`src/rtl/rme_pkg.sv`:
```
// Package for the rotation-matrix to Euler-angle converter.
// Holds widths, CORDIC constants and the per-stage micro-rotation angle table.
// No dependencies.
`default_nettype none
package rme_pkg;
   localparam int CORDIC_STAGES = 16;
   localparam int ELEM_W = 16;
   localparam int THR_W = 15;
   localparam int SQ_W = 32;
   localparam int SY_W = 17;
   localparam int SQRT_STEPS = 16;
   localparam int XY_W = 30;
   localparam int Z_W = 24;
   localparam int ANG_W = 16;
   localparam int PITCH_W = 15;
   localparam int NUM_ATAN = 3;
   localparam logic signed [Z_W-1:0] PI_Q20 = 24'sd3294199;
   localparam logic signed [ANG_W-1:0] ROLL_LIM = 16'sd25736;
   localparam logic signed [ANG_W-1:0] PITCH_LIM = 16'sd12868;

   typedef struct packed {
      logic signed [XY_W-1:0] x;
      logic signed [XY_W-1:0] y;
      logic signed [Z_W-1:0]  z;
      logic                   zero;
   } vec_type;

   typedef struct packed {
      logic [SQ_W-1:0] rem;
      logic [SY_W-1:0] root;
   } sqrt_type;

   typedef struct packed {
      logic signed [ELEM_W-1:0] r20;
      logic signed [ELEM_W-1:0] r21;
      logic signed [ELEM_W-1:0] r22;
      logic signed [ELEM_W-1:0] r11;
      logic signed [ELEM_W-1:0] r12;
      logic signed [ELEM_W-1:0] r00;
      logic signed [ELEM_W-1:0] r10;
      logic [THR_W-1:0]         thr;
   } hold_type;

   function automatic logic signed [Z_W-1:0] micro_angle(input int i);
      logic signed [Z_W-1:0] a;
      unique case (i)
         0: a = 24'sd823550;
         1: a = 24'sd486170;
         2: a = 24'sd256879;
         3: a = 24'sd130396;
         4: a = 24'sd65451;
         5: a = 24'sd32757;
         6: a = 24'sd16383;
         7: a = 24'sd8192;
         8: a = 24'sd4096;
         9: a = 24'sd2048;
         default: a = (i <= 20) ? Z_W'(24'sd1 <<< (20 - i)) : '0;
      endcase
      return a;
   endfunction
endpackage
`default_nettype wire

```
`src/rtl/rme_sqrt_cell.sv`:
```
// One restoring square-root cell: resolves one root bit per clock.
// Depends on rme_pkg.
`default_nettype none
module rme_sqrt_cell (
   input  wire logic                 clock,
   input  wire logic [4:0]           step,
   input  wire rme_pkg::sqrt_type    in_sq,
   input  wire rme_pkg::hold_type    in_hold,
   output rme_pkg::sqrt_type         out_sq,
   output rme_pkg::hold_type         out_hold
);
   import rme_pkg::*;
   sqrt_type sq_in, sq_ff;
   hold_type hold_ff;
   logic [SQ_W+1:0] trial;
   logic [SQ_W+1:0] part;

   always_comb begin
      part = {2'b0, in_sq.rem} >> (2 * (SQRT_STEPS - 1 - step));
      trial = {{(SQ_W-SY_W){1'b0}}, in_sq.root, 2'b01};
      sq_in = in_sq;
      if (part >= trial) begin
         sq_in.rem = in_sq.rem - SQ_W'(trial << (2 * (SQRT_STEPS - 1 - step)));
         sq_in.root = SY_W'({in_sq.root, 1'b1});
      end else begin
         sq_in.root = SY_W'({in_sq.root, 1'b0});
      end
   end

   always_ff @(posedge clock) begin
      sq_ff <= sq_in;
      hold_ff <= in_hold;
   end
   assign out_sq = sq_ff;
   assign out_hold = hold_ff;
endmodule
`default_nettype wire

```
`config.mk`:
```
export PLATFORM = sky130hd
export DESIGN_NAME = rme_sqrt_cell
export DESIGN_NICKNAME = d
export VERILOG_FILES = /design/src/rtl/rme_pkg.sv /design/src/rtl/rme_sqrt_cell.sv
export SDC_FILE = /design/constraint.sdc
export NUM_CORES = 1
export LEC_CHECK = 0
export BUFFER_PORTS_ARGS = -buffer_cell sky130_fd_sc_hd__buf_4
export CAP_MARGIN = 0
export CORE_AREA = 10 10 192 194
export CTS_CLUSTER_SIZE = 30
export DETAILED_ROUTE_END_ITERATION = 6
export DIE_AREA = 0 0 202 204
export PLACE_DENSITY_LB_ADDON = 0.3
export SLEW_MARGIN = 40
export SYNTH_ARGS = -nofsm -noshare
export SYNTH_HDL_FRONTEND = slang
export SYNTH_SLANG_ARGS = --single-unit
```
`constraint.sdc`:
```
create_clock -name clock -period 12.7 [get_ports clock]
set_clock_uncertainty 0.2 [all_clocks]
set_input_delay 2.54 -clock clock [delete_from_list [all_inputs] [get_ports clock]]
set_output_delay 2.54 -clock clock [all_outputs]
set_load 0.05 [all_outputs]
```
==> flow_summary.yaml <==
synthesis:
  synth_edf_count: 0
  synth_top_cell_by_area: "dfxtp_1"
  synthFlopType: "dfxtp_1"
  ys_ff_latch: 176
  netlist_instances: 865
  ys_seq_area_share_pct: 43.17
  synth_warnings: 0
  synth_cell_types: 59
  yosysMostFrequentCell: "dfxtp_1"
  syn_area_um2: 8162
  synthArstFlopShare_pct: 0
  synthTopCellsByArea: "dfxtp_1 (43%), ha_1 (7.4%), mux4_2 (5.0%)"
  syn_nets: 1095
  synth_top_area_share_pct: 43.17
  synth_common_cells: "dfxtp_1 (176), nand2_1 (92), o21ai_0 (68), nor2_1 (62), a21oi_1 (51)"
  avgSynthCellArea_um2: 9.435
cts:
  clock_sinks: 176
  clk_pin_slew_worst_paths_ns: 0.08
  cts_tree: "yes"
  cts_max_level: 4
  clockBufferDepth: 2
  cts_resized: 0
  ctsHoldBuffers: 0
  cts_buffers: 17
  cts_root_buffer: "clkbuf_16"
  postCtsSetupBuffers: 0
setup_path:
  path_max_fanout: 56
  worstPathArrival_ns: 7.11
  worst-setup-path-type: "input port to register"
  cp.buffers_inverters: 4
  required_ns: 12.84
  cp_slowest_stage_delay_ns: 0.78
  cp_slowest_cell: "clkinv_1"
  crit_family: "buffers and inverters"
  crit_path_end_kind: "register"
  cp-startpoint: "step[2]"
  cp-start-kind: "input port"
  crit_path_cell_trace: "buf_4, clkinv_1, nor2_1, a22oi_1, o22ai_1, ha_1, a21oi_1, nor2_1, a211oi_1, o41ai_1, o31ai_1, o211a_1, buf_4, inv_4, mux2_4"
grt:
  grt_pass1_vias: 7631
  grt_max_degree: 66
  grt_util_all_layers_pct: 17.14
  overflow: 0
  grt_pass1_wl_mm: 52.81
  antenna_found_initial: 2
hold_path:
  min-delay-start: "in_hold[10]"
  min_path_type: "input port to register"
layout:
  nets: 1429
  drive_above_1_share_pct: 34.98
  area_growth_pct: 44.95
  antenna_cells: 0
  fin_cells: 1660
place:
  placedCellCount: 1628
  place_ws_ns: 5.334
  dp_hpwl_mm: 29.87
  portBuffers: 357
  gp_congestion: 0.8892
power:
  power_per_cell_area_nw_per_um2: 138.3
  p_leak_nw: 5.443
  pwr-share-clk_pct: 33.9
  irDropWorstVdd_mv: 0.09471
  pwr-share-comb_pct: 29.2
  p_switching_mw: 0.5756
  intPower_mw: 1.061
  seq_power_share_pct: 36.9
  swShare_pct: 35.18
timing:
  final.period_utilization_pct: 54.89
  clock.fmax_mhz: 143.5
  worstMarginPinSlew_ns: 0.8586
  setup_violations: 0
  period_needed_ns: 6.971
  rsz0062_at_grt: "false"
  maxSlewViolCount: 0
  hold_viol_final: 0
  fin_ws_ns: 5.729
  setup_tns_ns: 0
  relSlewSlack_pct: 42.64
drt:
  vias: 7928
  wirelength_mm: 36.56
  drt_first_iter_violations: 578
  drc: 0
  ant_nets: 0
  dr.pass1.iters: 5
  wl_per_cell_um: 22.03
  viasPerCell: 4.776
floorplanning:
  std_cell_rows: 67
  dieArea_um2: 41210
  die_h_um: 204
  ios: 358
  fp.coreArea_um2: 33110
  start_util_pct: 24.65
  die_w_um: 202
outcome:
  status: "complete, no violations"
job:
  cap_violations: 0
routing by layer:
| layer | part of all wire (%) | up-vias | GRT usage (%) |
|---|---|---|---|
| li1 | - | 3803 | - |
| met1 | 40 | 3729 | 19.62 |
| met2 | 51 | 364 | 30.41 |
| met3 | 8.2 | 28 | 5.484 |
| met4 | 1.1 | 4 | 3.973 |
| met5 | 0.063 | - | 0 |
kinds of logic after synthesis:
| family | after synthesis | share of synthesized area (%) |
|---|---|---|
| buffers and inverters | 78 | 4.201 |
| AOI/OAI and AO/OA | 236 | 18.57 |
| muxes | 64 | 10.82 |
| xor gates and xnor gates | 23 | 2.468 |
| and+or+nand+nor | 240 | 13.41 |
| adders and majority gates | 48 | 7.359 |
| DFF | 176 | 43.17 |
cells in the final DEF, fill, tap and decap left out, types with 13 or more instances in the layout:
cell type,Yosys,final
nand3_1,16,16
mux4_2,18,18
inv_1,30,30
dfxtp_1,176,176
clkbuf_16,0,17
ha_1,48,48
a21o_1,20,20
o21ai_0,68,68
nand2_1,92,92
nand4_1,15,15
a21oi_1,51,51
buf_4,4,360
nor2b_1,13,13
nor2_1,62,62
mux2i_1,38,38
area by class of cell:
cell class / instances / area (µm²)
clock inverter: 14 / 192.7
clock buffer: 18 / 429.2
multi-input combinational: 611 / 4295
sequential: 176 / 3523
inverter: 33 / 126.4
tap: 448 / 560.5
timing repair buffer: 360 / 2703
fill: 3389 / 21280
state kept, by name, summed over array words and instances, names as in the netlist:
register	count
out_hold	127
out_sq	49
metrics by stage:
| step | power [mW] | hold WS [ns] | utilization (%) | instance area (µm²) |
|---|---|---|---|---|
| after global placement | 1.096 | 2.445 | 33.85 | 11210 |
| after floorplan | 0.9208 | 2.368 | - | 8162 |
| final | 1.636 | 1.987 | 35.73 | 11830 |
| after CTS | 1.661 | 1.961 | 35.73 | 11830 |
| after detailed placement | 1.097 | 2.446 | 33.85 | 11210 |
| after global routing | 1.713 | 1.963 | 35.73 | 11830 |
power groups by stage:
stage | logic, mW | clock network (mW) | registers (mW)
finish | 0.478 | 0.554 | 0.604
global route | 0.510 | 0.595 | 0.608
CTS | 0.482 | 0.575 | 0.605
detailed placement | 0.479 | 0 | 0.617
global placement | 0.478 | 0 | 0.618
floorplan | 0.163 | 0 | 0.758
final timing paths:
kind | slack (ns) | end | cells after the start
hold / removal | 1.99 | out_hold[10] | 1
setup / recovery | 5.73 | out_sq[33] | 15
Power figures use the tool's default switching activity.
