$ cat config.mk
export PLATFORM = sky130hd
export DESIGN_NAME = rme_cordic_cell
export DESIGN_NICKNAME = d
export VERILOG_FILES = /design/src/rtl/rme_pkg.sv /design/src/rtl/rme_cordic_cell.sv
export SDC_FILE = /design/constraint.sdc
export NUM_CORES = 2
export LEC_CHECK = 0
export ABC_CLOCK_PERIOD_IN_PS = 7700
export BUFFER_PORTS_ARGS = -buffer_cell sky130_fd_sc_hd__buf_2
export CAP_MARGIN = 20
export CORE_MARGIN = 2
export CORE_UTILIZATION = 35
export DETAILED_ROUTE_END_ITERATION = 8
export PLACE_DENSITY = 0.64
export SYNTH_ARGS = -nofsm -noshare
export SYNTH_HDL_FRONTEND = slang
export SYNTH_SLANG_ARGS = --single-unit
$ cat constraint.sdc
create_clock -name clock -period 7.7 [get_ports clock]
set_input_delay 0.385 -clock clock [delete_from_list [all_inputs] [get_ports clock]]
set_output_delay 0.385 -clock clock [all_outputs]
set_load 0.03 [all_outputs]
$ cat src/rtl/rme_pkg.sv
// Package for the rotation-matrix to Euler-angle converter.
// Holds widths, CORDIC constants and the per-stage micro-rotation angle table.
// No dependencies.
`default_nettype none
package rme_pkg;
   localparam int CORDIC_STAGES = 16;
   localparam int ELEM_W = 16;
   localparam int THR_W = 15;
   localparam int SQ_W = 32;
   localparam int SY_W = 17;
   localparam int SQRT_STEPS = 16;
   localparam int XY_W = 30;
   localparam int Z_W = 24;
   localparam int ANG_W = 16;
   localparam int PITCH_W = 15;
   localparam int NUM_ATAN = 3;
   localparam logic signed [Z_W-1:0] PI_Q20 = 24'sd3294199;
   localparam logic signed [ANG_W-1:0] ROLL_LIM = 16'sd25736;
   localparam logic signed [ANG_W-1:0] PITCH_LIM = 16'sd12868;

   typedef struct packed {
      logic signed [XY_W-1:0] x;
      logic signed [XY_W-1:0] y;
      logic signed [Z_W-1:0]  z;
      logic                   zero;
   } vec_type;

   typedef struct packed {
      logic [SQ_W-1:0] rem;
      logic [SY_W-1:0] root;
   } sqrt_type;

   typedef struct packed {
      logic signed [ELEM_W-1:0] r20;
      logic signed [ELEM_W-1:0] r21;
      logic signed [ELEM_W-1:0] r22;
      logic signed [ELEM_W-1:0] r11;
      logic signed [ELEM_W-1:0] r12;
      logic signed [ELEM_W-1:0] r00;
      logic signed [ELEM_W-1:0] r10;
      logic [THR_W-1:0]         thr;
   } hold_type;

   function automatic logic signed [Z_W-1:0] micro_angle(input int i);
      logic signed [Z_W-1:0] a;
      unique case (i)
         0: a = 24'sd823550;
         1: a = 24'sd486170;
         2: a = 24'sd256879;
         3: a = 24'sd130396;
         4: a = 24'sd65451;
         5: a = 24'sd32757;
         6: a = 24'sd16383;
         7: a = 24'sd8192;
         8: a = 24'sd4096;
         9: a = 24'sd2048;
         default: a = (i <= 20) ? Z_W'(24'sd1 <<< (20 - i)) : '0;
      endcase
      return a;
   endfunction
endpackage
`default_nettype wire

$ cat src/rtl/rme_cordic_cell.sv
// One CORDIC vectoring micro-rotation cell for several parallel lanes.
// Depends on rme_pkg.
`default_nettype none
module rme_cordic_cell (
   input  wire logic             clock,
   input  wire logic [4:0]       step,
   input  wire rme_pkg::vec_type in_vec [rme_pkg::NUM_ATAN],
   output rme_pkg::vec_type      out_vec [rme_pkg::NUM_ATAN]
);
   import rme_pkg::*;
   vec_type vec_in [NUM_ATAN];
   vec_type vec_ff [NUM_ATAN];
   logic signed [Z_W-1:0] ang;

   always_comb begin
      ang = micro_angle(int'(step));
      for (int k = 0; k < NUM_ATAN; k++) begin
         vec_in[k] = in_vec[k];
         if (!in_vec[k].y[XY_W-1]) begin
            vec_in[k].x = in_vec[k].x + (in_vec[k].y >>> step);
            vec_in[k].y = in_vec[k].y - (in_vec[k].x >>> step);
            vec_in[k].z = in_vec[k].z + ang;
         end else begin
            vec_in[k].x = in_vec[k].x - (in_vec[k].y >>> step);
            vec_in[k].y = in_vec[k].y + (in_vec[k].x >>> step);
            vec_in[k].z = in_vec[k].z - ang;
         end
      end
   end

   always_ff @(posedge clock) begin
      vec_ff <= vec_in;
   end
   assign out_vec = vec_ff;
endmodule
`default_nettype wire

==> results.yml <==
die:
  io-pin-count: 516
  num_rows: 115
  core-area_um2: 98000
  die_x_um: 318
  die-area_um2: 101000
  die_y_um: 318
  initial_core_util_pct: 35.2
critical_path:
  cpMostUsedCell: "sky130_fd_sc_hd__o21ai_0"
  critPathSlowestCell: "sky130_fd_sc_hd__a221oi_1"
  cp_cell_sequence: "buf_8 -> buf_12 -> buf_4 -> mux2i_1 -> o22ai_1 -> a2111oi_0 -> a221oi_1 -> inv_1 -> ha_1 -> mux2i_1 -> ha_1 -> nor2b_1 -> o31a_1 -> o41ai_1 -> o21ai_0 -> a221oi_1 -> o21ai_0 -> o41ai_1 -> o21ai_0 -> xnor2_1"
  setup.worst_path.end_class: "flip-flop"
  critPathLaunchType: "input port"
  required_ps: 8190
  worstPathArrival_ps: 6930
  critical_path_peak_fanout: 92
  max_stage_delay_ps: 720
  criticalPathCategory: "in -> reg"
place:
  gp_congestion: 0.992
  placedInstanceArea_um2: 38100
  detailedPlace.worstSlack_ps: 747
  hpwl_mm: 113
  number_of_port_buffers: 515
cts:
  longest_clk_path_bufs: 3
  cts_made_buffers: 31
  cts_htree_levels: 1
  cts_setup_buffers: 0
  path_clk_slew_ps: 60
  tritoncts_num_sinks: 255
  clock_tree.root_cell: "sky130_fd_sc_hd__clkbuf_16"
  tritoncts: "built"
synthesis:
  synth_warnings: 0
  synth_area_leader: "sky130_fd_sc_hd__dfxtp_1"
  synth_top_cells_by_area: "sky130_fd_sc_hd__dfxtp_1 15%, sky130_fd_sc_hd__mux4_2 11%, sky130_fd_sc_hd__ha_1 9.2%"
  synth_flop_cell: "sky130_fd_sc_hd__dfxtp_1"
  synth-seq-cells: 255
  netlist_area_um2: 34500
  synthCells: 3994
  post_synth_edffs: 0
  synthArstFlopShare_pct: 0
  syn-num-nets: 4518
  synth_cell_type_count: 115
  synth_area_per_cell_um2: 8.63
  synth.yosys.seq_area_share_pct: 14.8
  post-synth-top-area-fraction_pct: 14.8
grt:
  first_global_vias: 33600
  global_route.usage.total_pct: 27.1
  number_of_antenna_violations_at_the_first_check_in_global_routing: 18
  most_heavily_used_metal_layer_in_global_routing: "met2"
  grtUsageMet3_pct: 6.77
  gr_layer_usage_met1_pct: 34.3
  grtUsageMet2_pct: 43.0
  globalRoute.totalOverflow: 0
  grt_max_degree: 114
  grt_first_pass_wirelength_mm: 212
worst_hold_path:
  hold_class: "in -> reg"
timing:
  slew-limit-headroom_pct: 22.0
  period_share_pct: 83.6
  setup_viol: 0
  timing.final.max_slew_violations: 0
  max_clock_freq_ghz: 0.155
  layout_setup_ws_ps: 1260
  finalHoldWorstSlack_ps: 83.5
  final_hold_viol_count: 0
  period_minus_slack_ps: 6440
  worst_slew_pin_slew_ps: 1170
  final.setup.tns_ps: 0
  rsz_0062_raised_after_global_routing: "no"
drt:
  post-route-drc-count: 0
  route.detailed.vias_per_inst: 6.22
  dr.first_iter.drc_count: 4083
  drt-pass1-iter-count: 8
  routed_wl_mm: 144
  drt-wirelength-per-cell_um: 25.2
  final_antenna_net_count: 0
  route.vias.total: 35600
layout:
  final_common_cell: "sky130_fd_sc_hd__buf_2"
  nNetsFinal: 4918
  fillCellCount: 9865
  multi_input_area_um2: 27700
  drive_gt1_share_pct: 23.2
  seqCellArea_um2: 5100
  number_of_flip_flops_under_the_largest_register_name: 255
  stdcell_area_um2: 39200
  area_growth_pct: 13.6
  most_frequent_cells_in_the_layout: "509 x sky130_fd_sc_hd__buf_2, 336 x sky130_fd_sc_hd__nor2_1, 311 x sky130_fd_sc_hd__a21oi_1"
job:
  drv_cap: 0
pwr:
  static-leakage-power_nw: 16.5
  power.density_nw_per_um2: 229
  worst_vdd_rail_ir_drop_mv: 0.208
outcome:
  status: "complete, no violations"
[routing by layer]
metal	vias to the layer above	share of wire [%]
met5	-	0.035
met2	2154	45
met1	16900	40
met3	426	10
li1	16100	-
met4	8	5.2
[cell type report]
cell class | count | area share, %
Multi-Input combinational cell | 3402 | 70.7
Sequential cell | 255 | 13.0
Timing Repair Buffer | 590 | 8.30
Tap cell | 1287 | 4.11
Clock buffer | 42 | 2.26
Inverter | 114 | 1.10
Clock inverter | 13 | 0.342
Antenna cell | 17 | 0.109
[cells in the mapped netlist, drive strengths merged, types with 113 or more instances]
| cell type | n |
|---|---|
| dfxtp | 255 |
| buf | 132 |
| xnor2 | 247 |
| nor2 | 342 |
| xor2 | 133 |
| mux2i | 167 |
| o21ai | 177 |
| ha | 254 |
| nand2 | 278 |
| mux4 | 190 |
| a21oi | 311 |
| mux2 | 113 |
[repair_timing]
| action | 4_1_cts | 5_1_grt |
|---|---|---|
| hold buffers | 3 | 0 |
| gates resized for setup | 0 | 0 |
| hold endpoints to repair | 3 | 0 |
[where the power goes]
group          leakage [nW]  switching (mW)  total (mW)  internal, mW
registers              2.15           0.152        2.05          1.89
logic                  13.8            3.55        5.46          1.92
clock network         0.498           0.601        1.47         0.866
[cell families after synthesis]
kind of cell	count (synthesis)	synth area share (%)
AOI/OAI and AO/OA	1192	23.4
buffers and inverters	337	4.89
adders and majority gates	263	9.74
and+or+nand+nor	1095	16.1
muxes	470	21.3
DFF	255	14.8
xor gates and xnor gates	382	9.78
[critical path, delay by kind of cell]
family / cells / cell delay, ps
adders and majority gates: 2 / 610
buffers and inverters: 4 / 1560
and+or+nand+nor: 1 / 140
AOI/OAI and AO/OA: 10 / 3300
muxes: 2 / 540
xor gates and xnor gates: 1 / 150
[through the flow]
stage / utilization, % / total power, mW / std cells
finish: 40.0 / 8.98 / 5720
global route: 40.0 / 9.50 / 5714
detailed placement: 38.9 / 7.46 / 5644
CTS: 39.9 / 9.00 / 5702
floorplan: - / 5.94 / 3994
global placement: 38.9 / 7.45 / 5644
[worst paths after layout]
path	start	cells past startpoint	endpoint	slack, ps
worst max-delay path	step[0]	20	out_vec[254]	1260
worst min-delay path	in_vec[172]	2	out_vec[172]	80
Note: power is estimated with default switching activity, not from simulation.
